==> src/hw/rtl/tca_pkg.sv <==
// shared types and constants for the triangle coverage and alpha blend block
`default_nettype none

package tca_pkg;

    localparam int COORD_W = 12;
    localparam int DIFF_W  = COORD_W + 1;
    localparam int PROD_W  = COORD_W + DIFF_W;
    localparam int DBL_W   = PROD_W + 2;
    localparam int AREA_W  = DBL_W - 1;
    localparam int BYTE_W  = 8;
    localparam int ADDR_W  = 21;
    localparam int IDX_W   = 3;
    localparam int DATA_W  = 32;

    localparam logic [IDX_W-1:0] REG_VERT0_X    = 3'd0;
    localparam logic [IDX_W-1:0] REG_VERT0_Y    = 3'd1;
    localparam logic [IDX_W-1:0] REG_VERT1_X    = 3'd2;
    localparam logic [IDX_W-1:0] REG_VERT1_Y    = 3'd3;
    localparam logic [IDX_W-1:0] REG_VERT2_X    = 3'd4;
    localparam logic [IDX_W-1:0] REG_VERT2_Y    = 3'd5;
    localparam logic [IDX_W-1:0] REG_FILL_COLOR = 3'd6;

    localparam logic [BYTE_W-1:0] BYTE_MAX = 8'd255;

    // load enables of the three pipeline stages
    typedef struct packed {
        logic en1;
        logic en2;
        logic en3;
    } pipe_en_t;

endpackage

`default_nettype wire

==> src/hw/rtl/tca_blend_lane.sv <==
// one colour channel blend: floor((dst*(255-a)+src*a)/255) over two stages
`default_nettype none

module tca_blend_lane
    import tca_pkg::*;
(
    input  wire                     aclk,
    input  wire pipe_en_t           pipe_en,
    input  wire logic [BYTE_W-1:0]  dst,
    input  wire logic [BYTE_W-1:0]  src,
    input  wire logic [BYTE_W-1:0]  alpha,
    output logic [BYTE_W-1:0]       blended
);

    logic [2*BYTE_W-1:0] pd_reg, ps_reg;
    logic [2*BYTE_W:0]   sum;
    logic [2*BYTE_W:0]   quot;
    logic [BYTE_W-1:0]   blended_reg;

    always_ff @(posedge aclk) begin
        if (pipe_en.en1) begin
            pd_reg <= (2*BYTE_W)'(dst) * (2*BYTE_W)'(BYTE_MAX - alpha);
            ps_reg <= (2*BYTE_W)'(src) * (2*BYTE_W)'(alpha);
        end
    end

    // exact divide by 255 for sums below 2^16 - 1
    always_comb begin
        sum  = {1'b0, pd_reg} + {1'b0, ps_reg};
        quot = (sum + (sum >> BYTE_W) + (2*BYTE_W+1)'(1)) >> BYTE_W;
    end

    always_ff @(posedge aclk) begin
        if (pipe_en.en2) begin
            blended_reg <= quot[BYTE_W-1:0];
        end
    end

    assign blended = blended_reg;

endmodule

`default_nettype wire

==> config.mk <==
export PLATFORM = sky130hd
export DESIGN_NAME = tca_blend_lane
export DESIGN_NICKNAME = d
export VERILOG_FILES = /design/src/hw/rtl/tca_pkg.sv /design/src/hw/rtl/tca_blend_lane.sv
export SDC_FILE = /design/constraint.sdc
export NUM_CORES = 1
export LEC_CHECK = 0
export ABC_CLOCK_PERIOD_IN_PS = 10800
export BUFFER_PORTS_ARGS = -buffer_cell sky130_fd_sc_hd__buf_2
export CORE_MARGIN = 5
export CORE_UTILIZATION = 30
export DETAILED_ROUTE_END_ITERATION = 7
export SYNTH_ARGS = -nofsm -noshare
export SYNTH_HDL_FRONTEND = slang
export SYNTH_SLANG_ARGS = --single-unit
==> constraint.sdc <==
create_clock -name aclk -period 10.8 [get_ports aclk]
set_input_delay 2.16 -clock aclk [delete_from_list [all_inputs] [get_ports aclk]]
set_output_delay 2.16 -clock aclk [all_outputs]
set_load 0.05 [all_outputs]
Word level (Yosys, flattened, before mapping)

Index checks and enable logic that the tools add are counted.

Flip-flop bits (word level): 40
Input bits: 28
Output and inout bits: 8

$add $sub $neg: 4
$mul: 2

Operator list:

| operator                                                           | number |
|---|---|
| 16-bit by 16-bit adder with 17-bit output                          | 1 |
| 16-bit by 1-bit adder with 16-bit output (second input constant)   | 1 |
| 16-bit by 9-bit adder with 16-bit output                           | 1 |
| 8-bit by 8-bit multiplier with 16-bit output                       | 1 |
| 9-bit by 9-bit multiplier with 16-bit output                       | 1 |
| 8-bit by 8-bit subtractor with 9-bit output (first input constant) | 1 |

Depth between registers and ports, before layout

Word-level depth: 3
Gate-level depth with buffers: 19

Worst setup path before layout

No wires, ideal clock.

Path type: in2reg
Start: in alpha[0]
End: reg pd_reg[14] (data pin)
Library setup time: 0.258 ns
Required time: 10.542 ns
Path slack: 4.649 ns
Cell stages on the path: 17
Buffers on the path: 1
Arrival time: 5.894 ns
Path through: clkbuf_1 -> nand2b_1 -> fa_1 -> inv_1 -> fa_1 -> inv_1 -> fa_1 -> fa_1 -> inv_1 -> ha_1 -> a21oi_1 -> o21bai_1 -> a21oi_1 -> o21ai_0 -> a21o_1 -> a21oi_1 -> xnor2_1

Cells in the longest elaborated chain, start to end: 2

RTL lines:

| item                                         | line                 | source |
|---|---|---|
| start: declaration                           | tca_blend_lane.sv:11 | `input wire logic [BYTE_W-1:0] alpha,` |
| 8-bit by 8-bit subtractor with 9-bit output  | tca_blend_lane.sv:22 | `pd_reg <= (2*BYTE_W)'(dst) * (2*BYTE_W)'(BYTE_MAX - alpha);` |
| 9-bit by 9-bit multiplier with 16-bit output | tca_blend_lane.sv:22 |  |
| end signal: assignment                       | tca_blend_lane.sv:22 |  |
| end: declaration                             | tca_blend_lane.sv:15 | `logic [2*BYTE_W-1:0] pd_reg, ps_reg;` |

No other way between the ends.
A chain may end at the register's enable or synchronous reset.

Worst setup path after layout

Same ends and word-level chain as after synthesis.

==> run metrics <==
Area Overhead vs Synth=9.635%; post-DP HPWL=10.15 mm; maximum buffer depth of the clock tree=2; Final Cycle Share=58.00%; Worst Setup SP=alpha[0]; endpoints failing setup=0; layout cells sized above 1=7.236%; worst r2r src=pd_reg[0]; crit path kind=in -> reg; starting density of the core=30.52%; fmax=159.6 MHz; Layout Skew=0.003472 ns; Least-Margin Pin Slew=0.7332 ns; area share of the leading cell type in the synthesized netlist=23.09%; root buf cell=clkbuf_16; gr usage total=10.54%; vias in the first global route=4,465; post-synthesis cell type count=44; Synth async-reset ratio=0%; Initial DRC Count=134; synthesized area per cell=9.734 um^2; PortBufs=34; CTS tree=yes; total power=0.001784 W; Worst setup SP type=primary input; Worst-path clk slew=0.06 ns; WL/cell=12.58 um; LEAKAGE=3.421 nW; Max VDD drop=0.0001222 V; die area=24,410 um^2; initial antenna violation count=0; routed wire length=12.16 mm; Worst EP required=10.84 ns; reg-to-reg slack, setup=6.40 ns; GR Overflow Total=0; yosys warns=0; routed via count=4,355; Post-Synthesis Cells=659; hold_buf cts=0; Hold Path Stages=3; register area share after synthesis=18.72%; FF-to-FF path depth=16; final worst slack=4.536 ns; Post-synth EDFFs=40; DRT Pass-1 Iters=4; clock share of power=7.9%; fin nets=891; ANT cells=0; Yosys top cell by area=fa_1; Comb pwr share=74.0%; pwr dens=253.7 nW/um^2; Net Sw Frac=47.26%; CP Max Fanout=16; Max-cap violations=0; NetSw=0.0008434 W; DP Worst Slack=4.216 ns; CP arrival=6.30 ns; Detail Route Antenna Nets=0; I/O Pins=36; clk_lat worst skew=0.29 ns; via-per-instance ratio=4.508; Hold Fails Final Rpt=0; crit path time final=6.264 ns; Most used DFF post-synth=edfxtp_1; Slew Viols, Final=0; Hold/Removal Path Class=reg -> reg; status=complete, no violations; Mapped Nets=859; sequential group share of total power=18.1%; Max-slew headroom=49.86%; ranking of synthesized cells by area=fa_1, ha_1, edfxtp_1; CTS resizes=0; Die X=156.2 um; row cnt=53; Placeable Area=21,020 um^2; residual DRC count=0; CTS Buf Count=5; RR Endpoint=blended[7]; hold_sp=ps_reg[15]; Die Ht=156.2 um; Hold EP=blended[7]; Crit. End Element=flop; P_int=0.0009411 W; RSZ-0062 raised after global routing=no; global-route wire length before repair=21.31 mm; largest net degree at the start of global routing=33; Setup TNS=0 ns; Final Wtd Congestion=0.7874; Syn Std Cell Area=6415 um^2; Post-CTS Setup Bufs=0; Clock H-tree levels=2; #FFs+latches synth=40; CTS sink count=40
[area by class of cell]
type                       instances  area [um^2]
fill                            2131        13990
multi-input combinational        481         4696
sequential                        40         1201
inverter                         129        484.2
tap                              275        344.1
timing repair buffer              34        170.2
clock buffer                       5        125.1
clock inverter                     2        12.51
[through the flow]
step	area (um^2)	util [%]	instances	hold WS, ns
after floorplan	6415	-	659	0.7802
after global placement	6895	32.80	959	0.9437
after detailed placement	6895	32.80	959	0.9540
after CTS	7033	33.46	966	0.9740
after global routing	7033	33.46	966	1.013
final	7033	33.46	966	0.9485
[how the worst max path moves through the flow]
stage                       to
global placement    pd_reg[14]
finish              pd_reg[14]
global route        pd_reg[14]
detailed placement  pd_reg[14]
CTS                 pd_reg[14]
floorplan           pd_reg[14]
[power groups by stage]
stage	clock [W]	combinational, W	sequential (W)
5_1_grt	0.000154	0.00152	0.000329
6_report	0.000142	0.00132	0.000323
3_5_place_dp	0	0.00133	0.000328
4_1_cts	0.000147	0.00134	0.000325
3_3_place_gp	0	0.00132	0.000326
2_1_floorplan	0	0.00100	0.000376
[synth_stat cells, types with 4 or more instances]
| cell | instances |
|---|---|
| nor2b_1 | 43 |
| nand3_1 | 8 |
| inv_1 | 129 |
| clkbuf_1 | 9 |
| nor3_1 | 7 |
| o211ai_1 | 5 |
| xnor2_1 | 29 |
| a21oi_1 | 25 |
| nand2_1 | 27 |
| nand2b_1 | 27 |
| xor2_1 | 10 |
| and2_1 | 51 |
| edfxtp_1 | 40 |
| o21ai_0 | 13 |
| ha_1 | 98 |
| a21o_1 | 12 |
| o21a_1 | 6 |
| o21bai_1 | 4 |
| fa_1 | 74 |
| or3_1 | 4 |
| nor2_1 | 11 |
[worst max-delay path: stages]
cell and delay, ns:
buf_2 0.20, nand2b_1 0.20, fa_1 0.54, inv_1 0.04
ha_1 0.26, ha_1 0.27, inv_1 0.05, fa_1 0.47
inv_1 0.04, ha_1 0.21, fa_1 0.46, a21o_1 0.18
a21oi_1 0.23, o21bai_1 0.09, a21oi_1 0.23, o21ai_0 0.18
a21o_1 0.20, a21oi_1 0.19, xnor2_1 0.08
[cells by family (layout without fill, tap and decap cells)]
family	Yosys count	in the layout	synth area share, %
mux	1	1	0.1560
flops	40	40	18.72
xor+xnor	40	40	5.578
simple gates	184	184	16.17
compound gates	84	84	9.089
fa+ha+maj	172	172	42.21
buf+inv	138	170	8.075
[layout by cell type, fill, tap and decap left out, types with 13 or more instances in the layout]
cell type  instances
o21ai_0           13
nand2b_1          27
ha_1              98
buf_2             34
fa_1              74
nor2b_1           43
xnor2_1           29
a21oi_1           25
inv_1            129
and2_1            51
edfxtp_1          40
nand2_1           27
[layer usage]
layer  global-route usage [%]  wire [um]
met2                    17.20       5452
met1                    14.94       6230
met4                    2.107        117
met3                    1.632        354
met5                        0          0
Note: power is estimated with default switching activity, not from simulation.
