--- src/hw/rtl/tca_pkg.sv ---
// shared types and constants for the triangle coverage and alpha blend block
`default_nettype none

package tca_pkg;

    localparam int COORD_W = 12;
    localparam int DIFF_W  = COORD_W + 1;
    localparam int PROD_W  = COORD_W + DIFF_W;
    localparam int DBL_W   = PROD_W + 2;
    localparam int AREA_W  = DBL_W - 1;
    localparam int BYTE_W  = 8;
    localparam int ADDR_W  = 21;
    localparam int IDX_W   = 3;
    localparam int DATA_W  = 32;

    localparam logic [IDX_W-1:0] REG_VERT0_X    = 3'd0;
    localparam logic [IDX_W-1:0] REG_VERT0_Y    = 3'd1;
    localparam logic [IDX_W-1:0] REG_VERT1_X    = 3'd2;
    localparam logic [IDX_W-1:0] REG_VERT1_Y    = 3'd3;
    localparam logic [IDX_W-1:0] REG_VERT2_X    = 3'd4;
    localparam logic [IDX_W-1:0] REG_VERT2_Y    = 3'd5;
    localparam logic [IDX_W-1:0] REG_FILL_COLOR = 3'd6;

    localparam logic [BYTE_W-1:0] BYTE_MAX = 8'd255;

    // load enables of the three pipeline stages
    typedef struct packed {
        logic en1;
        logic en2;
        logic en3;
    } pipe_en_t;

endpackage

`default_nettype wire

--- src/hw/rtl/tca_area_lane.sv ---
// one area lane: absolute half of a doubled triangle area over two stages
`default_nettype none

module tca_area_lane
    import tca_pkg::*;
(
    input  wire                         aclk,
    input  wire pipe_en_t               pipe_en,
    input  wire logic signed [COORD_W-1:0] ax,
    input  wire logic signed [COORD_W-1:0] ay,
    input  wire logic signed [COORD_W-1:0] bx,
    input  wire logic signed [COORD_W-1:0] by,
    input  wire logic signed [COORD_W-1:0] cx,
    input  wire logic signed [COORD_W-1:0] cy,
    output logic [AREA_W-1:0]           area
);

    logic signed [DIFF_W-1:0] d_bc, d_ca, d_ab;
    logic signed [PROD_W-1:0] p0_next, p1_next, p2_next;
    logic signed [PROD_W-1:0] p0_reg, p1_reg, p2_reg;
    logic signed [DBL_W-1:0]  d_sum, half;
    logic [AREA_W-1:0]        area_next, area_reg;

    assign d_bc = DIFF_W'(by) - DIFF_W'(cy);
    assign d_ca = DIFF_W'(cy) - DIFF_W'(ay);
    assign d_ab = DIFF_W'(ay) - DIFF_W'(by);

    assign p0_next = PROD_W'(ax) * PROD_W'(d_bc);
    assign p1_next = PROD_W'(bx) * PROD_W'(d_ca);
    assign p2_next = PROD_W'(cx) * PROD_W'(d_ab);

    always_ff @(posedge aclk) begin
        if (pipe_en.en1) begin
            p0_reg <= p0_next;
            p1_reg <= p1_next;
            p2_reg <= p2_next;
        end
    end

    // halve with truncation toward zero, then magnitude
    always_comb begin
        d_sum = DBL_W'(p0_reg) + DBL_W'(p1_reg) + DBL_W'(p2_reg);
        half  = (d_sum + $signed({{(DBL_W-1){1'b0}}, d_sum[DBL_W-1]})) >>> 1;
        if (half[DBL_W-1]) begin
            area_next = AREA_W'(-half);
        end else begin
            area_next = half[AREA_W-1:0];
        end
    end

    always_ff @(posedge aclk) begin
        if (pipe_en.en2) begin
            area_reg <= area_next;
        end
    end

    assign area = area_reg;

endmodule

`default_nettype wire

--- config.mk ---
export PLATFORM = sky130hd
export DESIGN_NAME = tca_area_lane
export DESIGN_NICKNAME = d
export VERILOG_FILES = /design/src/hw/rtl/tca_pkg.sv /design/src/hw/rtl/tca_area_lane.sv
export SDC_FILE = /design/constraint.sdc
export NUM_CORES = 2
export LEC_CHECK = 0
export BUFFER_PORTS_ARGS = -buffer_cell sky130_fd_sc_hd__buf_2
export CORE_MARGIN = 2
export CORE_UTILIZATION = 38
export DETAILED_ROUTE_END_ITERATION = 10
export MAX_ROUTING_LAYER = met4
export PLACE_DENSITY = 0.56
export REMOVE_ABC_BUFFERS = 1
export SYNTH_ARGS = -nofsm -noshare
export SYNTH_HDL_FRONTEND = slang
export SYNTH_SLANG_ARGS = --single-unit
--- constraint.sdc ---
create_clock -name aclk -period 12.11 [get_ports aclk]
set_input_delay 2.422 -clock aclk [delete_from_list [all_inputs] [get_ports aclk]]
set_output_delay 2.422 -clock aclk [all_outputs]
set_load 0.05 [all_outputs]
# Yosys cells after proc, flatten, opt, wreduce, memory -nomap -nowiden
# Index checks and enable logic that the tools add are counted.
# totals
reg_bits	101
in_bits	76
output_inout_bits	26
wordCells	16
# classes
add_sub_neg	7
multipliers	3
muxes	1
# ops
op	n
12-bit by 13-bit multiplier with 25-bit output	3
12-bit by 12-bit subtractor with 13-bit output	3
26-bit by 25-bit adder with 27-bit output	1
27-bit by 2-bit adder with 27-bit output	1
25-bit by 25-bit adder with 26-bit output	1
26-bit negator	1
25-bit two-way mux	1

# Depth between registers and ports, before layout
# depth
depth_word	5
depth_mapped	34
depth_no_buf	33

# Least setup slack after synthesis
# OpenSTA, ideal clock, no wires.
# synth_timing
path_kind	in2reg
from	input cy[1]
to	register p0_reg[24], data pin
setup_time_ps	260
arrival_time_ps	9380
required_time_ps	11850
path_slack_ps	2470
path_stages	34
path_buffers	1
path_cell_list	inv_1 ha_1 nor2b_1 o21ai_0 a21boi_0 o21ai_0 a21boi_0 o21ai_0 a21boi_0 o21a_1 nor2_1 o21bai_1 a21oi_1 clkbuf_1 mux2i_1 fa_1 inv_1 fa_1 fa_1 inv_1 fa_1 inv_1 fa_1 inv_1 ha_1 a21oi_1 o21ai_0 a211oi_1 o21ai_0 nand2_1 o2111ai_1 a31o_2 a21oi_1 xnor2_1
# synth_via
elab_chain_len	2
# synth_rtl
item	line	text
from (decl)	tca_area_lane.sv:14	input wire logic signed [COORD_W-1:0] cy,
12-bit by 12-bit subtractor with 13-bit output	tca_area_lane.sv:24	assign d_bc = DIFF_W'(by) - DIFF_W'(cy);
12-bit by 13-bit multiplier with 25-bit output	tca_area_lane.sv:28	assign p0_next = PROD_W'(ax) * PROD_W'(d_bc);
named net p0_next[24]	tca_area_lane.sv:19	logic signed [PROD_W-1:0] p0_next, p1_next, p2_next;
to (signal assigned)	tca_area_lane.sv:34	p0_reg <= p0_next;
to (decl)	tca_area_lane.sv:20	logic signed [PROD_W-1:0] p0_reg, p1_reg, p2_reg;
# The timed path passes the listed nets, and every way through them passes these cells.
# A chain may end at the register's enable or synchronous reset.

# Worst setup path after layout
# layout_timing
from	input cy[1]
to	register p0_reg[23], data pin
# The elaborated chain is that of the path after synthesis.

==> results.sh <==
export IMPL_die_w_um=267
export IMPL_setup_worst_path_end_class="flop"
export IMPL_timing_final_crit_share_pct=86.7
export IMPL_cap_violations=0
export IMPL_grt_util_all_layers_pct=18.8
export IMPL_overflow=0
export IMPL_cts_buffer_depth=2
export IMPL_ys_warn_count=0
export IMPL_layout_nets=3727
export IMPL_cts_tree="built"
export IMPL_hold_violations=0
export IMPL_fmax_mhz=95.3
export IMPL_rows=96
export IMPL_worstMarginPinSlew_ns=1.18
export IMPL_arrival_ns=10.70
export IMPL_synth_main_ff_cell="edfxtp_1"
export IMPL_post_cts_buffers=0
export IMPL_synth_seq_cells=101
export IMPL_grt_pass1_wl_um=103000
export IMPL_grt_max_degree=76
export IMPL_routed_wl_um=61400
export IMPL_cts_buffers=9
export IMPL_final_cell_mix="616 x inv_1, 470 x fa_1, 320 x nand2_1"
export IMPL_io_buffer_count=100
export IMPL_finalSetupViolations=0
export IMPL_crit_type="input port to flop"
export IMPL_syn_inst=2913
export IMPL_synth_edf_count=101
export IMPL_synth_area_top_cells="fa_1 36%, edfxtp_1 12%, ha_1 11%"
export IMPL_grt_pass1_vias=19684
export IMPL_drtAntennaViolNets=0
export IMPL_dp_hpwl_um=52700
export IMPL_slew_headroom_pct=20.6
export IMPL_ys_seq_area_share_pct=11.6
export IMPL_cts_root_buf="clkbuf_16"
export IMPL_antenna_found_initial=7
export IMPL_yosys_area_top_type_share_pct=35.9
export IMPL_drt_iter0_drc=999
export IMPL_avgSynthCellArea_um2=9.01
export IMPL_insertion_delay_ns=0.37
export IMPL_yosysTopAreaCell="fa_1"
export IMPL_vias=18901
export IMPL_areaGrowthSynthToFinish_pct=6.84
export IMPL_async_flop_share_pct=0
export IMPL_finalClockSkew_ns=0.00824
export IMPL_place_congestion=0.898
export IMPL_post_route_drc_count=0
export IMPL_ctsHoldBuffers=0
export IMPL_vias_per_cell=4.91
export IMPL_slowest_stage="a2111oi_0"
export IMPL_path_clk_slew_ns=0.07
export IMPL_coreArea_um2=68500
export IMPL_register_area_um2=3030
export IMPL_fillers=6890
export IMPL_cts_resized_gates=0
export IMPL_holdCritPathClass="flop to flop"
export IMPL_multiInputGateArea_um2=20500
export IMPL_drive_above_1_share_pct=6.61
export IMPL_fp_dieH_um=267
export IMPL_rsz0062_at_grt="no"
export IMPL_die_area_um2=71200
export IMPL_drv_slew=0
export IMPL_cp_data_required_time_ns=12.31
export IMPL_finalSetupTns_ns=0
export IMPL_largest_reg_flops=26
export IMPL_final_common_cell="inv_1"
export IMPL_netlist_area_um2=26200
export IMPL_pin_count=102
export IMPL_crit_fanout=4
export IMPL_critPathLaunchType="input port"
export IMPL_slowest_delay_ns=0.68
export IMPL_clock_sinks=101
export IMPL_htreeDepth=3
export IMPL_finalCriticalPeriod_ns=10.50
export IMPL_ys_types=75
export IMPL_dr_pass1_iters=5
export IMPL_status="complete, no violations"
export IMPL_start_util_pct=38.3
export IMPL_drt_wirelength_per_cell_um=16.0
-- per-stage QoR --
step | hold WS (ns) | instances | setup WS, ns | util [%] | area [µm²]
after floorplan | 0.856 | 2814 | 2.26 | - | 25800
after global placement | 0.951 | 3831 | 1.35 | 40.5 | 27700
after detailed placement | 0.951 | 3831 | 1.33 | 40.5 | 27700
after CTS | 0.982 | 3847 | 1.67 | 40.9 | 28000
after global routing | 1.05 | 3849 | 0.655 | 40.9 | 28000
final | 0.980 | 3850 | 1.61 | 40.9 | 28000
-- worst paths after layout --
| path | startpoint | endpoint | slack, ns | depth (start not counted) |
|---|---|---|---|---|
| setup / recovery | cy[1] | p0_reg[23]$_DFFE_PP_ | 1.61 | 34 |
| hold / removal | p1_reg[1]$_DFFE_PP_ | area[0]$_DFFE_PP_ | 0.98 | 3 |
| setup reg to reg | p0_reg[2]$_DFFE_PP_ | area[21]$_DFFE_PP_ | 5.33 | 20 |
| hold reg to reg | p1_reg[1]$_DFFE_PP_ | area[0]$_DFFE_PP_ | 0.98 | 3 |
-- worst max-delay path, delay by kind of cell --
family                     cells  cell delay, ns
adders and majority gates      7            2.77
buffers and inverters          6            0.42
and+or+nand+nor                5            0.69
AOI/OAI and AO/OA             14            3.62
xor gates and xnor gates       2            0.79
-- cells in the mapped netlist (5+ instances only) --
master	number
ha_1	221
o31ai_1	5
a31oi_1	14
nor2_1	134
a21boi_0	22
fa_1	470
mux2_2	20
and3_1	12
o211ai_1	14
o311ai_0	5
nand2_1	320
xnor2_1	109
or3_1	11
a2bb2oi_1	7
or2_2	7
o21a_1	10
nor2b_1	62
a21o_1	21
nand3_1	42
a21oi_1	67
inv_1	616
nor3_1	45
and2_1	167
o21ai_0	65
clkbuf_1	91
o21bai_1	12
a211o_1	9
a211oi_1	15
mux2i_1	21
xor2_1	43
nand2b_1	67
edfxtp_1	101
nor4_1	9
-- layer usage --
metal / vias to the layer above / global-route usage (%) / share of wire (%) / routed length (µm)
met5: - / - / 0 / 0
met2: 342 / 30.1 / 46 / 28200
met1: 9369 / 25.5 / 48 / 29300
met3: 43 / 2.59 / 4.7 / 2860
li1: 9147 / - / - / -
met4: 0 / 3.48 / 1.7 / 1020
-- cells by family (layout without fill, tap and decap cells) --
kind of cell / count (synthesis) / in the layout / share of synthesized area [%]
simple gates: 903 / 903 / 17.0
buf+inv: 718 / 770 / 10.4
fa+ha+maj: 691 / 691 / 46.4
compound gates: 307 / 307 / 7.90
xor+xnor: 152 / 152 / 5.07
flops: 101 / 101 / 11.6
mux: 41 / 41 / 1.66
other cells: 0 / 3 / 0
-- layout make-up --
cell class / count / share of cell area (%)
multi-input combinational: 2094 / 73.1
sequential: 101 / 10.8
inverter: 619 / 8.29
tap: 882 / 3.94
timing repair buffer: 135 / 2.73
clock buffer: 9 / 0.803
clock inverter: 7 / 0.263
antenna: 3 / 0.0268
Power is left out: the tool's default activity adds up to more than one toggle a clock period on the data nets, which glitch-free logic cannot reach.
