$ cat config.mk
export PLATFORM = sky130hd
export DESIGN_NAME = tca_merge
export DESIGN_NICKNAME = d
export VERILOG_FILES = /design/src/hw/rtl/tca_pkg.sv /design/src/hw/rtl/tca_merge.sv
export SDC_FILE = /design/constraint.sdc
export NUM_CORES = 1
export LEC_CHECK = 0
export BUFFER_PORTS_ARGS = -buffer_cell sky130_fd_sc_hd__buf_2
export CAP_MARGIN = 0
export CORE_MARGIN = 8
export CORE_UTILIZATION = 40
export CTS_CLUSTER_DIAMETER = 80
export CTS_CLUSTER_SIZE = 12
export DETAILED_ROUTE_END_ITERATION = 16
export GPL_TIMING_DRIVEN = 0
export PLACE_DENSITY = 0.7
export SLEW_MARGIN = 40
export SYNTH_ARGS = -nofsm -noshare
export SYNTH_HDL_FRONTEND = slang
export SYNTH_SLANG_ARGS = --single-unit
$ cat constraint.sdc
create_clock -name aclk -period 7.7 [get_ports aclk]
set_input_delay 0.385 -clock aclk [delete_from_list [all_inputs] [get_ports aclk]]
set_output_delay 0.385 -clock aclk [all_outputs]
set_load 0.03 [all_outputs]
$ cat src/hw/rtl/tca_pkg.sv
// shared types and constants for the triangle coverage and alpha blend block
`default_nettype none

package tca_pkg;

    localparam int COORD_W = 12;
    localparam int DIFF_W  = COORD_W + 1;
    localparam int PROD_W  = COORD_W + DIFF_W;
    localparam int DBL_W   = PROD_W + 2;
    localparam int AREA_W  = DBL_W - 1;
    localparam int BYTE_W  = 8;
    localparam int ADDR_W  = 21;
    localparam int IDX_W   = 3;
    localparam int DATA_W  = 32;

    localparam logic [IDX_W-1:0] REG_VERT0_X    = 3'd0;
    localparam logic [IDX_W-1:0] REG_VERT0_Y    = 3'd1;
    localparam logic [IDX_W-1:0] REG_VERT1_X    = 3'd2;
    localparam logic [IDX_W-1:0] REG_VERT1_Y    = 3'd3;
    localparam logic [IDX_W-1:0] REG_VERT2_X    = 3'd4;
    localparam logic [IDX_W-1:0] REG_VERT2_Y    = 3'd5;
    localparam logic [IDX_W-1:0] REG_FILL_COLOR = 3'd6;

    localparam logic [BYTE_W-1:0] BYTE_MAX = 8'd255;

    // load enables of the three pipeline stages
    typedef struct packed {
        logic en1;
        logic en2;
        logic en3;
    } pipe_en_t;

endpackage

`default_nettype wire

$ cat src/hw/rtl/tca_merge.sv
// merge stage: area comparison, bounds, address and the output register
`default_nettype none

module tca_merge
    import tca_pkg::*;
#(
    parameter int FRAME_WIDTH  = 640,
    parameter int FRAME_HEIGHT = 480
) (
    input  wire                         aclk,
    input  wire pipe_en_t               pipe_en,
    input  wire logic [COORD_W-1:0]     pix_x,
    input  wire logic [COORD_W-1:0]     pix_y,
    input  wire logic [AREA_W-1:0]      area_tri,
    input  wire logic [AREA_W-1:0]      area_sub0,
    input  wire logic [AREA_W-1:0]      area_sub1,
    input  wire logic [AREA_W-1:0]      area_sub2,
    input  wire logic [BYTE_W-1:0]      blue_in,
    input  wire logic [BYTE_W-1:0]      green_in,
    input  wire logic [BYTE_W-1:0]      red_in,
    input  wire logic [BYTE_W-1:0]      alpha_in,
    output logic                        inside_tri,
    output logic                        write_enable,
    output logic [ADDR_W-1:0]           pixel_address,
    output logic [BYTE_W-1:0]           out_blue,
    output logic [BYTE_W-1:0]           out_green,
    output logic [BYTE_W-1:0]           out_red,
    output logic [BYTE_W-1:0]           out_alpha
);

    localparam int MAG_W = COORD_W - 1;
    localparam int LIN_W = 2 * MAG_W;
    localparam logic [MAG_W-1:0] FW = MAG_W'(FRAME_WIDTH);
    localparam logic [MAG_W-1:0] FH = MAG_W'(FRAME_HEIGHT);

    logic              inb_next, inb1_reg, inb2_reg;
    logic [LIN_W-1:0]  row_reg;
    logic [MAG_W-1:0]  col_reg;
    logic [LIN_W-1:0]  lin_reg;
    logic [AREA_W+1:0] sub_sum;
    logic              inside_next, we_next;
    logic [ADDR_W-1:0] addr_next;

    logic              inside_reg, we_reg;
    logic [ADDR_W-1:0] addr_reg;
    logic [BYTE_W-1:0] blue_reg, green_reg, red_reg, alpha_reg;

    assign inb_next = !pix_x[COORD_W-1] && (pix_x[MAG_W-1:0] < FW) &&
                      !pix_y[COORD_W-1] && (pix_y[MAG_W-1:0] < FH);

    always_ff @(posedge aclk) begin
        if (pipe_en.en1) begin
            row_reg  <= LIN_W'(pix_y[MAG_W-1:0]) * LIN_W'(FW);
            col_reg  <= pix_x[MAG_W-1:0];
            inb1_reg <= inb_next;
        end
        if (pipe_en.en2) begin
            lin_reg  <= row_reg + LIN_W'(col_reg);
            inb2_reg <= inb1_reg;
        end
    end

    always_comb begin
        sub_sum     = (AREA_W+2)'(area_sub0) + (AREA_W+2)'(area_sub1) +
                      (AREA_W+2)'(area_sub2);
        inside_next = (sub_sum == (AREA_W+2)'(area_tri));
        we_next     = inside_next && inb2_reg;
        if (we_next) begin
            addr_next = {lin_reg[ADDR_W-3:0], 2'b00};
        end else begin
            addr_next = '0;
        end
    end

    always_ff @(posedge aclk) begin
        if (pipe_en.en3) begin
            inside_reg <= inside_next;
            we_reg     <= we_next;
            addr_reg   <= addr_next;
            blue_reg   <= blue_in;
            green_reg  <= green_in;
            red_reg    <= red_in;
            alpha_reg  <= alpha_in;
        end
    end

    assign inside_tri    = inside_reg;
    assign write_enable  = we_reg;
    assign pixel_address = addr_reg;
    assign out_blue      = blue_reg;
    assign out_green     = green_reg;
    assign out_red       = red_reg;
    assign out_alpha     = alpha_reg;

endmodule

`default_nettype wire
### After elaboration in Yosys (flattened, before gate mapping)

Index checks and enable logic that the tools add are counted.

| cells by class | value |
|---|---|
| $lt $le $gt $ge | 2 |
| multiplexer cells | 0 |
| equality and inequality tests | 1 |
| div/mod/pow operators | 0 |
| add/subtract/negate cells | 3 |
| shift-type cells | 0 |
| bitwise gates (word level) | 0 |
| reductions and logical operators | 6 |
| multipliers | 1 |

Operators by type and width:

| operator | number |
|---|---|
| $add 27x26->28 | 1 |
| $eq 28x26->1 | 1 |
| $add 26x26->27 | 1 |
| $add 19x11->19 | 1 |
| $mul 11x3->12 const B | 1 |
| $lt 11x10->1 const B | 1 |
| $lt 11x9->1 const B | 1 |
| $logic_and 1x1->1 | 4 |
| $logic_not 1->1 | 2 |

| storage, ports and cells | value |
|---|---|
| memory bits (writable) | 0 |
| ROM bits | 0 |
| bits of input ports | 164 |
| register bits | 99 |
| output and inout bits | 55 |
| bits in latches | 0 |
| memories | 0 |
| logic and storage cells | 26 |

### Depth between registers and ports, before layout

Gate-level depths: netlist (run 1).

| depth | value |
|---|---|
| depth in word-level cells | 4 |
| mapped depth | 12 |
| gate-level depth less buffers | 11 |

### Worst setup path before layout (run 1)

OpenSTA, ideal clock, no wires.

| timing | value |
|---|---|
| kind | input port to flip-flop |
| start point | input port area_sub0[1] |
| end point | register addr_reg[11] (netlist: pixel_address[11]), data pin |
| library setup time | 169 ps |
| arrival | 3566 ps |
| data required time | 7531 ps |
| cell stages on the path | 12 |
| setup slack | 3965 ps |
| buffers on the path | 1 |
| cells stage by stage | fa_1 ha_1 fa_1 a211oi_4 o21a_4 o22ai_4 or3b_1 a221o_1 a2111oi_4 nand4_2 buf_6 nor4b_2 |

| between the ends | value |
|---|---|
| word-level cells in the longest chain between the ends | 4 |

Ends and longest elaborated chain:

| what | line | text |
|---|---|---|
| start: declaration | tca_merge.sv:15 | `input wire logic [AREA_W-1:0] area_sub0,` |
| $add 26x26->27 | tca_merge.sv:64 | `sub_sum = (AREA_W+2)'(area_sub0) + (AREA_W+2)'(area_sub1) +` |
| $add 27x26->28 | tca_merge.sv:64 |  |
| $eq 28x26->1 | tca_merge.sv:66 | `inside_next = (sub_sum == (AREA_W+2)'(area_tri));` |
| $logic_and 1x1->1 | tca_merge.sv:67 | `we_next = inside_next && inb2_reg;` |
| end signal: assignment | tca_merge.sv:79 | `addr_reg <= addr_next;` |
| end: declaration | tca_merge.sv:45 | `logic [ADDR_W-1:0] addr_reg;` |

No other way between the ends.
A chain may end at the register's enable or synchronous reset.

### Worst setup path in the final report (run 1)

| timing | value |
|---|---|
| start point | input port area_sub0[1] |
| end point | register addr_reg[9] (netlist: pixel_address[9]), data pin |

The elaborated chain is that of the path after synthesis.

==> impl_metrics.csv, run 1 <==
group,metric,value,unit
timing,slew_viol_final,0,
grt,grt_antenna_before_repair,2,
min_path,holdPathStages,1,
drt,wl,15900,µm
timing,skew,0.006070,ns
critical_path,worst_path_dominant_cell_family,"compound AO/OA/AOI/OAI gates",
run,cap_violations,0,
place,io_buffers,216,
grt,grt_overflow,0,
pwr,power.total,1.738,mW
clock_network,htreeDepth,3,
critical_path,r2r_setup_slack,5.50,ns
synth,ys_ff_latch,97,
clock_network,cts_root_buf,"clkbuf_16",
synth,yosysWarnings,0,
die,fp-row-count,47,
clock_network,cts_buffer_depth,2,
timing,timing.fmax,242.1,MHz
layout,layout_common_cells,"220 x buf_2, 97 x edfxtp_1, 46 x ha_1",
die,initial_utilization,40.28,%
critical_path,cp_num_buf_inv,2,
layout,final_layout_size_suffix_gt1_share,35.51,%
clock_network,hold_buffers,0,
grt,groute.usage.overall,14.93,%
status,status,"finished, final reports clean",
min_path,hold-path-endpoint,"out_red[5]",
timing,fin_crit,4.131,ns
clock_network,cts_tree,"yes",
critical_path,rr_worst_depth,7,
clock_network,cts_resized,0,
timing,hold_viol_final,0,
drt,antenna_left,0,
synth,synth_edf_count,97,
place,gp_congestion,0.8634,
pwr,p_per_area,212.1,nW/µm²
place,dpl.hpwl,13300,µm
timing,fin_tns_setup,0,ns
timing,post-route-period-util,53.64,%
die,die_area,20760,µm²
critical_path,r2r-start,"row_reg[8]",
critical_path,cp_max_fo,10,
place,place_ws,3.245,ns
clock_network,cts.sinks,97,
clock_network,cts.clk_slew.worst_paths,0.06,ns
critical_path,end_kind,"flip-flop",
timing,relSlewSlack,48.33,%
layout,nFillCells,1490,
synth,syn_area,6561,µm²
clock_network,numCtsBuffers,9,
die,fp.dieH,144.1,µm
drt,drcViolationCount,0,
synth,synth_cell_type_count,70,
synth,async_flop_share,0,%
drt,wl_per_cell,16.10,µm
layout,layout.cells.most_common,"buf_2",
drt,drtPass1Iterations,5,
synth,ys_seq_area_share,44.39,%
grt,first_global_vias,5126,
timing,setup_ws,3.569,ns
grt,grt_start_max_net_pins,54,
critical_path,r2r_end,"lin_reg[14]",
critical_path,critPathRequiredTime,7.85,ns
place,dp_cells,970,
drt,drt-initial-drc-count,231,
drt,vias_per_cell,5.082,
synth,postSynthAreaPerCell,12.31,µm²
timing,tightest_slew,0.7555,ns
min_path,holdCritStartpoint,"red_in[5]",
layout,syn_to_final_growth,24.89,%
timing,finalSetupViolCount,0,
synth,synth_cells,533,
die,io_pins,219,
critical_path,arrival,4.28,ns
layout,final_core_util,50.30,%
drt,vias,5021,
pwr,peakVddDrop,0.1317,mV
die,die-width,144.1,µm
timing,rsz0062_at_grt,"false",
die,core,16290,µm²
critical_path,crit_top_cell,"fa_1",
critical_path,crit_path_start_kind,"input pin",
clock_network,post_cts_buffers,0,
critical_path,critPathMaxStageDelay,0.66,ns
grt,grt_pass1_wl,24940,µm
layout,fin_cells,988,
min_path,hold_class,"in -> reg",
layout,nets,1000,
synth,ys.flop_type,"edfxtp_1",
critical_path,crit_slowest_cell,"a2111oi_2",
clock_network,clock_latency,0.33,ns
critical_path,crit_chain,"buf_2, fa_1, ha_1, fa_1, a211oi_4, o21a_4, mux2_2, a31oi_1, o311ai_1, a2111oi_2, clkbuf_1, nand4_1, nor4b_2",
critical_path,path_class,"in -> reg",
pwr,p_leak,3.319,nW
cell families (layout without fill, tap and decap cells):
family / count (synthesis) / in the layout / share of synthesized area, %
fa+ha+maj: 75 / 75 / 17.62
compound gates: 114 / 114 / 12.40
xor+xnor: 58 / 58 / 7.742
buf+inv: 40 / 272 / 2.860
simple gates: 145 / 145 / 14.46
flops: 97 / 97 / 44.39
other cells: 1 / 4 / 0.05715
mux: 3 / 3 / 0.4767
cells in the mapped netlist, drive strengths merged, types with 5 or more instances:
| library cell | number | share of area (%) |
|---|---|---|
| fa | 29 | 8.8 |
| clkbuf | 17 | 0.99 |
| nand4 | 38 | 3.7 |
| edfxtp | 97 | 44 |
| o21ai | 20 | 1.6 |
| o21a | 6 | 0.82 |
| o21bai | 5 | 0.57 |
| a21o | 12 | 1.4 |
| xor2 | 23 | 3.1 |
| xnor2 | 35 | 4.7 |
| buf | 12 | 1.2 |
| inv | 11 | 0.63 |
| ha | 46 | 8.8 |
| nor3 | 8 | 0.61 |
| a21oi | 35 | 2.7 |
| nor4b | 19 | 4.3 |
| nand2 | 24 | 1.4 |
| nand3 | 13 | 0.99 |
| nor2 | 24 | 1.4 |
per-layer routing:
metal	global-route usage (%)	part of all wire (%)	routed length, µm
met1	18.43	40	6409
met2	26.05	51	8189
met3	2.806	6.9	1105
met4	4.206	1.2	197
met5	0	0	0
final cells by class:
type / instances / area (µm²) / share of cell area, %
antenna: 2 / 5.005 / 0.06108
buffer: 29 / 146.4 / 1.787
clock buffer: 11 / 232.7 / 2.840
clock inverter: 5 / 32.53 / 0.3970
inverter: 11 / 41.29 / 0.5039
multi-input combinational: 397 / 3465 / 42.28
sequential: 97 / 2913 / 35.55
tap: 220 / 275.3 / 3.359
timing repair buffer: 216 / 1084 / 13.22
worst max-delay path by stage:
stage,startpoint,endpoint,slack [ns],cells after the start
floorplan,area_sub0[1],pixel_address[11],3.96,12
global placement,area_sub0[1],pixel_address[7],3.37,13
detailed placement,area_sub0[1],pixel_address[9],3.25,13
CTS,area_sub0[1],pixel_address[9],3.60,13
global route,area_sub0[1],pixel_address[14],3.40,13
finish,area_sub0[1],pixel_address[9],3.57,13
power breakdown:
part,switching (mW),internal (mW),total (mW)
clock,0.176,0.218,0.394
combinational,0.419,0.270,0.689
sequential,0.0163,0.638,0.655
total,0.611,1.13,1.74
worst register-to-register path: stages, from the launching register on:
cell      delay, ns
edfxtp_1       0.40
ha_1           0.31
a21o_1         0.19
a21oi_1        0.24
nor2b_1        0.07
o21ai_0        0.44
nor2_1         0.14
xor2_1         0.17
per-stage QoR:
stage,hold slack [ns],area [µm²]
global placement,0.4030,7921
floorplan,0.4003,6565
detailed placement,0.4062,7924
global route,0.2035,8194
finish,0.2202,8194
CTS,0.2055,8189
Power figures use the tool's default switching activity.
==> inputs of run 2 (changes only) <==
--- a/config.mk
+++ b/config.mk
@@ -13,7 +13,7 @@
 export CTS_CLUSTER_SIZE = 12
 export DETAILED_ROUTE_END_ITERATION = 16
 export GPL_TIMING_DRIVEN = 0
-export PLACE_DENSITY = 0.7
+export PLACE_DENSITY = 0.72
 export SLEW_MARGIN = 40
 export SYNTH_ARGS = -nofsm -noshare
 export SYNTH_HDL_FRONTEND = slang
==> constraint.sdc (replaced) <==
create_clock -name aclk -period 3.3 [get_ports aclk]
set_input_delay 0.165 -clock aclk [delete_from_list [all_inputs] [get_ports aclk]]
set_output_delay 0.165 -clock aclk [all_outputs]
set_load 0.03 [all_outputs]
==> run 2 against run 1 <==
  * The flow now finishes with violations (setup timing)
  * Clock skew is 0.0013 ns lower
  * Flip-flop and latch count stayed put
  * Sequential share of layout area is 3.4 points lower
  * Die area stayed put
  * Global-route usage is 0.77 points higher
  * Critical endpoint is now pixel_address[15]
  * Largest cell class unchanged
==> impl_metrics.csv, run 2 (synthesized netlist as in run 1, its figures left out) <==
group,metric,value,unit
status,status,"finished with violations",
status,violations,"setup timing",
layout,regArea,2913,µm²
clock_network,clock_latency,0.34,ns
pwr,p_per_area,487.1,nW/µm²
pwr,power.total,4.415,mW
pwr,p_leak,3.789,nW
critical_path,arrival,3.59,ns
drt,drt-initial-drc-count,236,
critical_path,cp_max_fo,6,
drt,wl,17370,µm
critical_path,rr_worst_depth,7,
place,gp_congestion,0.9003,
die,io_pins,219,
critical_path,crit_path_start_kind,"input pin",
drt,drtPass1Iterations,4,
clock_network,htreeDepth,3,
critical_path,critPathRequiredTime,3.46,ns
die,die-width,144.1,µm
min_path,hold-path-endpoint,"col_reg[9]",
layout,final_core_util,55.64,%
timing,post-route-period-util,104.0,%
critical_path,r2r_end,"lin_reg[18]",
layout,layout_common_cells,"221 x buf_2, 97 x edfxtp_1, 44 x ha_1",
place,dpl.hpwl,13450,µm
drt,antenna_left,0,
timing,fin_tns_setup,-1.797,ns
min_path,holdCritStartpoint,"pix_x[9]",
min_path,hold_class,"in -> reg",
layout,layout.cells.most_common,"buf_2",
drt,vias_per_cell,5.071,
critical_path,r2r-start,"col_reg[8]",
die,core,16290,µm²
timing,fin_crit,3.431,ns
critical_path,end_kind,"flip-flop",
run,cap_violations,0,
pwr,peakVddDrop,0.2885,mV
timing,slew_viol_final,0,
timing,finalSetupViolCount,20,
min_path,holdPathStages,1,
layout,multi_input_area,3776,µm²
die,initial_utilization,40.28,%
layout,final_layout_size_suffix_gt1_share,38.82,%
drt,wl_per_cell,16.77,µm
timing,tightest_slew,0.6620,ns
grt,grt_antenna_before_repair,1,
drt,vias,5254,
clock_network,numCtsBuffers,9,
place,io_buffers,216,
drt,drcViolationCount,0,
grt,first_global_vias,5314,
clock_network,cts_buffer_depth,2,
die,fp-row-count,47,
layout,nFillCells,1398,
timing,hold_viol_final,0,
clock_network,cts_tree,"yes",
critical_path,path_class,"in -> reg",
grt,grt_start_max_net_pins,54,
die,die_area,20760,µm²
grt,groute.usage.overall,15.70,%
grt,grt_overflow,0,
timing,rsz0062_at_grt,"true",
timing,timing.fmax,291.4,MHz
grt,grt_pass1_wl,25920,µm
clock_network,cts.sinks,97,
die,fp.dieH,144.1,µm
timing,setup_ws,-0.1314,ns
layout,syn_to_final_growth,38.14,%
critical_path,r2r_setup_slack,1.15,ns
layout,nets,1048,
timing,relSlewSlack,55.87,%
clock_network,cts.clk_slew.worst_paths,0.07,ns
clock_network,cts_root_buf,"clkbuf_16",
timing,skew,0.004752,ns
run 2: through the flow:
step | cells | setup WS, ns | instance area [µm²] | hold slack (ns)
after CTS | 1024 | -0.1422 | 8718 | 0.001368
after floorplan | 534 | -0.05010 | 6581 | 0.2639
after global placement | 970 | -0.9080 | 7938 | 0.3414
after global routing | 1035 | -0.2389 | 9061 | 0.001708
final | 1036 | -0.1314 | 9064 | 0.01215
after detailed placement | 970 | -0.9583 | 7940 | 0.3432
run 2: cell type report:
cell class	instances	area share, %
flip-flops and latches	97	32.14
well taps	220	3.037
multi-input cells	397	41.66
clock buffers	10	2.526
inverters	11	0.4555
plain buffers	25	1.601
clock inverters	6	0.7454
diodes	2	0.05522
repair buffers	268	17.78
run 2: per-layer routing:
layer  GRT usage (%)  wire (µm)
met4           3.818        162
met5               0          0
met3           2.707       1135
met2           28.51       9207
met1           18.84       6866
run 2: how the worst max path moves through the flow:
| stage | depth (start not counted) | endpoint | start | slack (ns) |
|---|---|---|---|---|
| after floorplan | 12 | pixel_address[11] | area_sub2[1] | -0.05 |
| after global placement | 13 | pixel_address[18] | area_sub2[1] | -0.91 |
| after detailed placement | 13 | pixel_address[18] | area_sub2[1] | -0.96 |
| after CTS | 13 | pixel_address[18] | area_sub2[1] | -0.14 |
| after global routing | 12 | pixel_address[6] | area_sub0[2] | -0.24 |
| final | 13 | pixel_address[15] | area_sub0[2] | -0.13 |
run 2: timing repair:
action / 4_1_cts / 5_1_grt
setup buffers: 9 / 7
setup endpoints to repair: 21 / 21
endpoints found under the hold margin: 31 / 3
cloned: 1 / 1
pin swaps: 11 / 13
hold buffers: 31 / 3
gates resized for setup: 20 / 44
run 2: where the power goes:
group          switching, mW  internal, mW  total, mW
Combinational           1.10         0.758       1.86
Clock                  0.439         0.590       1.03
Sequential            0.0370          1.49       1.53
Total                   1.58          2.84       4.42
run 2: critical path, stage by stage:
cell	delay, ns
buf_2	0.11
fa_1	0.60
ha_1	0.25
a21o_1	0.17
and4_1	0.29
o21ai_4	0.23
a2111oi_2	0.12
or4b_1	0.54
a2111oi_4	0.38
nand4_2	0.18
buf_8	0.19
buf_4	0.14
nor4b_4	0.23
==> inputs of run 3 (changes only) <==
--- a/config.mk
+++ b/config.mk
@@ -13,7 +13,7 @@
 export CTS_CLUSTER_SIZE = 12
 export DETAILED_ROUTE_END_ITERATION = 16
 export GPL_TIMING_DRIVEN = 0
-export PLACE_DENSITY = 0.72
+export PLACE_DENSITY = 0.68
 export SLEW_MARGIN = 40
 export SYNTH_ARGS = -nofsm -noshare
 export SYNTH_HDL_FRONTEND = slang
==> constraint.sdc (replaced) <==
create_clock -name aclk -period 2.8 [get_ports aclk]
set_input_delay 0.14 -clock aclk [delete_from_list [all_inputs] [get_ports aclk]]
set_output_delay 0.14 -clock aclk [all_outputs]
set_load 0.03 [all_outputs]
==> run 3 against run 2 <==
  * The flow still finishes with violations (setup timing)
  * Die area unchanged
  * Highest routed layer unchanged
  * Clock power up 16%
  * Cell count up 0.39%
  * Register-to-register slack worse by 0.51 ns
  * Final area down 0.99%
  * Largest cell class unchanged
==> impl_metrics.csv, run 3 (synthesized netlist as in run 1, its figures left out) <==
group,metric,value,unit
status,status,"finished with violations",
status,violations,"setup timing",
critical_path,arrival,3.57,ns
layout,fin_cells,1040,
timing,setup_ws,-0.6078,ns
grt,grt_start_max_net_pins,54,
clock_network,cts.clk_slew.worst_paths,0.06,ns
die,fp-row-count,47,
layout,layout_common_cells,"221 x buf_2, 97 x edfxtp_1, 45 x ha_1, 45 x dlygate4sd3_1, 37 x nand4_1",
place,gp_congestion,0.8636,
place,placed_cell_area,7945,µm²
timing,whs,0.1105,ns
layout,syn_to_final_growth,36.77,%
place,io_buffers,216,
grt,use_met1,18.54,%
grt,grt_antenna_before_repair,1,
die,io_pins,219,
die,fp.dieH,144.1,µm
place,dpl.hpwl,13160,µm
clock_network,cts.sinks,97,
grt,groute.usage.overall,15.67,%
grt,grtUsageMet2,28.29,%
critical_path,crit_top_cell,"buf_6",
die,die_area,20760,µm²
critical_path,crit_slowest_cell,"fa_1",
layout,nets,1053,
critical_path,crit_chain,"buf_6, fa_1, ha_2, fa_2, a211oi_4, o21a_4, o22ai_4, or3b_1, a221o_1, a2111oi_4, nand4_4, buf_6, nor4b_4",
grt,first_global_vias,5379,
timing,tightest_slew,0.6640,ns
timing,relSlewSlack,55.64,%
layout,final_core_util,55.09,%
grt,grt_pass1_wl,25990,µm
pwr,p_leak,3.691,nW
timing,timing.fmax,293.4,MHz
grt,grt_overflow,0,
pwr,p_per_area,570.0,nW/µm²
critical_path,cp_max_fo,5,
clock_network,cts_buffer_depth,2,
clock_network,cts_tree,"yes",
clock_network,numCtsBuffers,9,
clock_network,htreeDepth,3,
timing,skew,0.003838,ns
drt,vias_per_cell,5.045,
place,dp_cells,970,
drt,drt-initial-drc-count,256,
run,cap_violations,0,
timing,hold_viol_final,0,
drt,drtPass1Iterations,4,
critical_path,critPathMaxStageDelay,0.48,ns
clock_network,cts_root_buf,"clkbuf_16",
layout,layout.cells.most_common,"buf_2",
clock_network,clock_latency,0.34,ns
timing,finalSetupViolCount,21,
pwr,power.total,5.115,mW
critical_path,critPathRequiredTime,2.96,ns
layout,design_area,8974,µm²
pwr,peakVddDrop,0.3301,mV
drt,wl_per_cell,16.10,µm
layout,final_layout_size_suffix_gt1_share,37.24,%
grt,grtUsageMet3,2.938,%
die,initial_utilization,40.28,%
timing,fin_crit,3.408,ns
drt,wl,16750,µm
die,core,16290,µm²
min_path,hold_class,"in -> reg",
critical_path,crit_path_start_kind,"input pin",
drt,drcViolationCount,0,
drt,antenna_left,0,
grt,grt-busiest-layer,"met2",
timing,slew_viol_final,0,
timing,rsz0062_at_grt,"true",
drt,vias,5247,
timing,post-route-period-util,121.7,%
die,die-width,144.1,µm
critical_path,end_kind,"flip-flop",
critical_path,path_class,"in -> reg",
## run 3: repair_timing
| action | 4_1_cts | 5_1_grt |
|---|---|---|
| setup endpoints to repair | 21 | 21 |
| pin swaps | 10 | 10 |
| cloned | 2 | 0 |
| setup buffers | 5 | 3 |
| gates resized for setup | 18 | 25 |
| hold endpoints to repair | 45 | 0 |
| hold buffers | 45 | 0 |
## run 3: metrics by stage
step | worst slack (ns) | setup TNS (ns)
CTS | -0.5764 | -10.78
global route | -0.7331 | -14.68
floorplan | -0.5251 | -10.76
finish | -0.6078 | -11.80
global placement | -1.190 | -23.06
detailed placement | -1.233 | -24.03
## run 3: where the power goes
group	switching (mW)	internal (mW)
Combinational	1.26	0.875
Clock	0.495	0.690
Sequential	0.0406	1.75
## run 3: metal layers
metal | routed length, µm | vias up
met2 | 8615 | 175
met3 | 1171 | 14
met4 | 255 | 0
li1 | - | 2603
met1 | 6705 | 2455
met5 | 0 | -
## run 3: area by class of cell
| type | instances | area [µm²] |
|---|---|---|
| fill | 1389 | 7316 |
| multi-input combinational | 397 | 3662 |
| sequential | 97 | 2913 |
| timing repair buffer | 271 | 1617 |
| tap | 220 | 275.3 |
| clock buffer | 9 | 225.2 |
| buffer | 27 | 166.4 |
| clock inverter | 7 | 71.32 |
| inverter | 11 | 41.29 |
| antenna | 1 | 2.502 |
## run 3: worst max-delay path: cells and delay by family
kind            cells  cell delay [ns]
compound gates      5             1.29
fa+ha+maj           3             1.05
buf+inv             2             0.29
simple gates        3             0.81
## run 3: worst paths after layout
check | from | end | slack [ns] | depth (start not counted)
worst max register to register | row_reg[8] | lin_reg[18] | 0.64 | 7
worst max-delay path | area_sub2[1] | pixel_address[14] | -0.61 | 13
worst min register to register | inb1_reg | inb2_reg | 0.42 | 0
worst min-delay path | pix_y[2] | row_reg[9] | 0.11 | 2
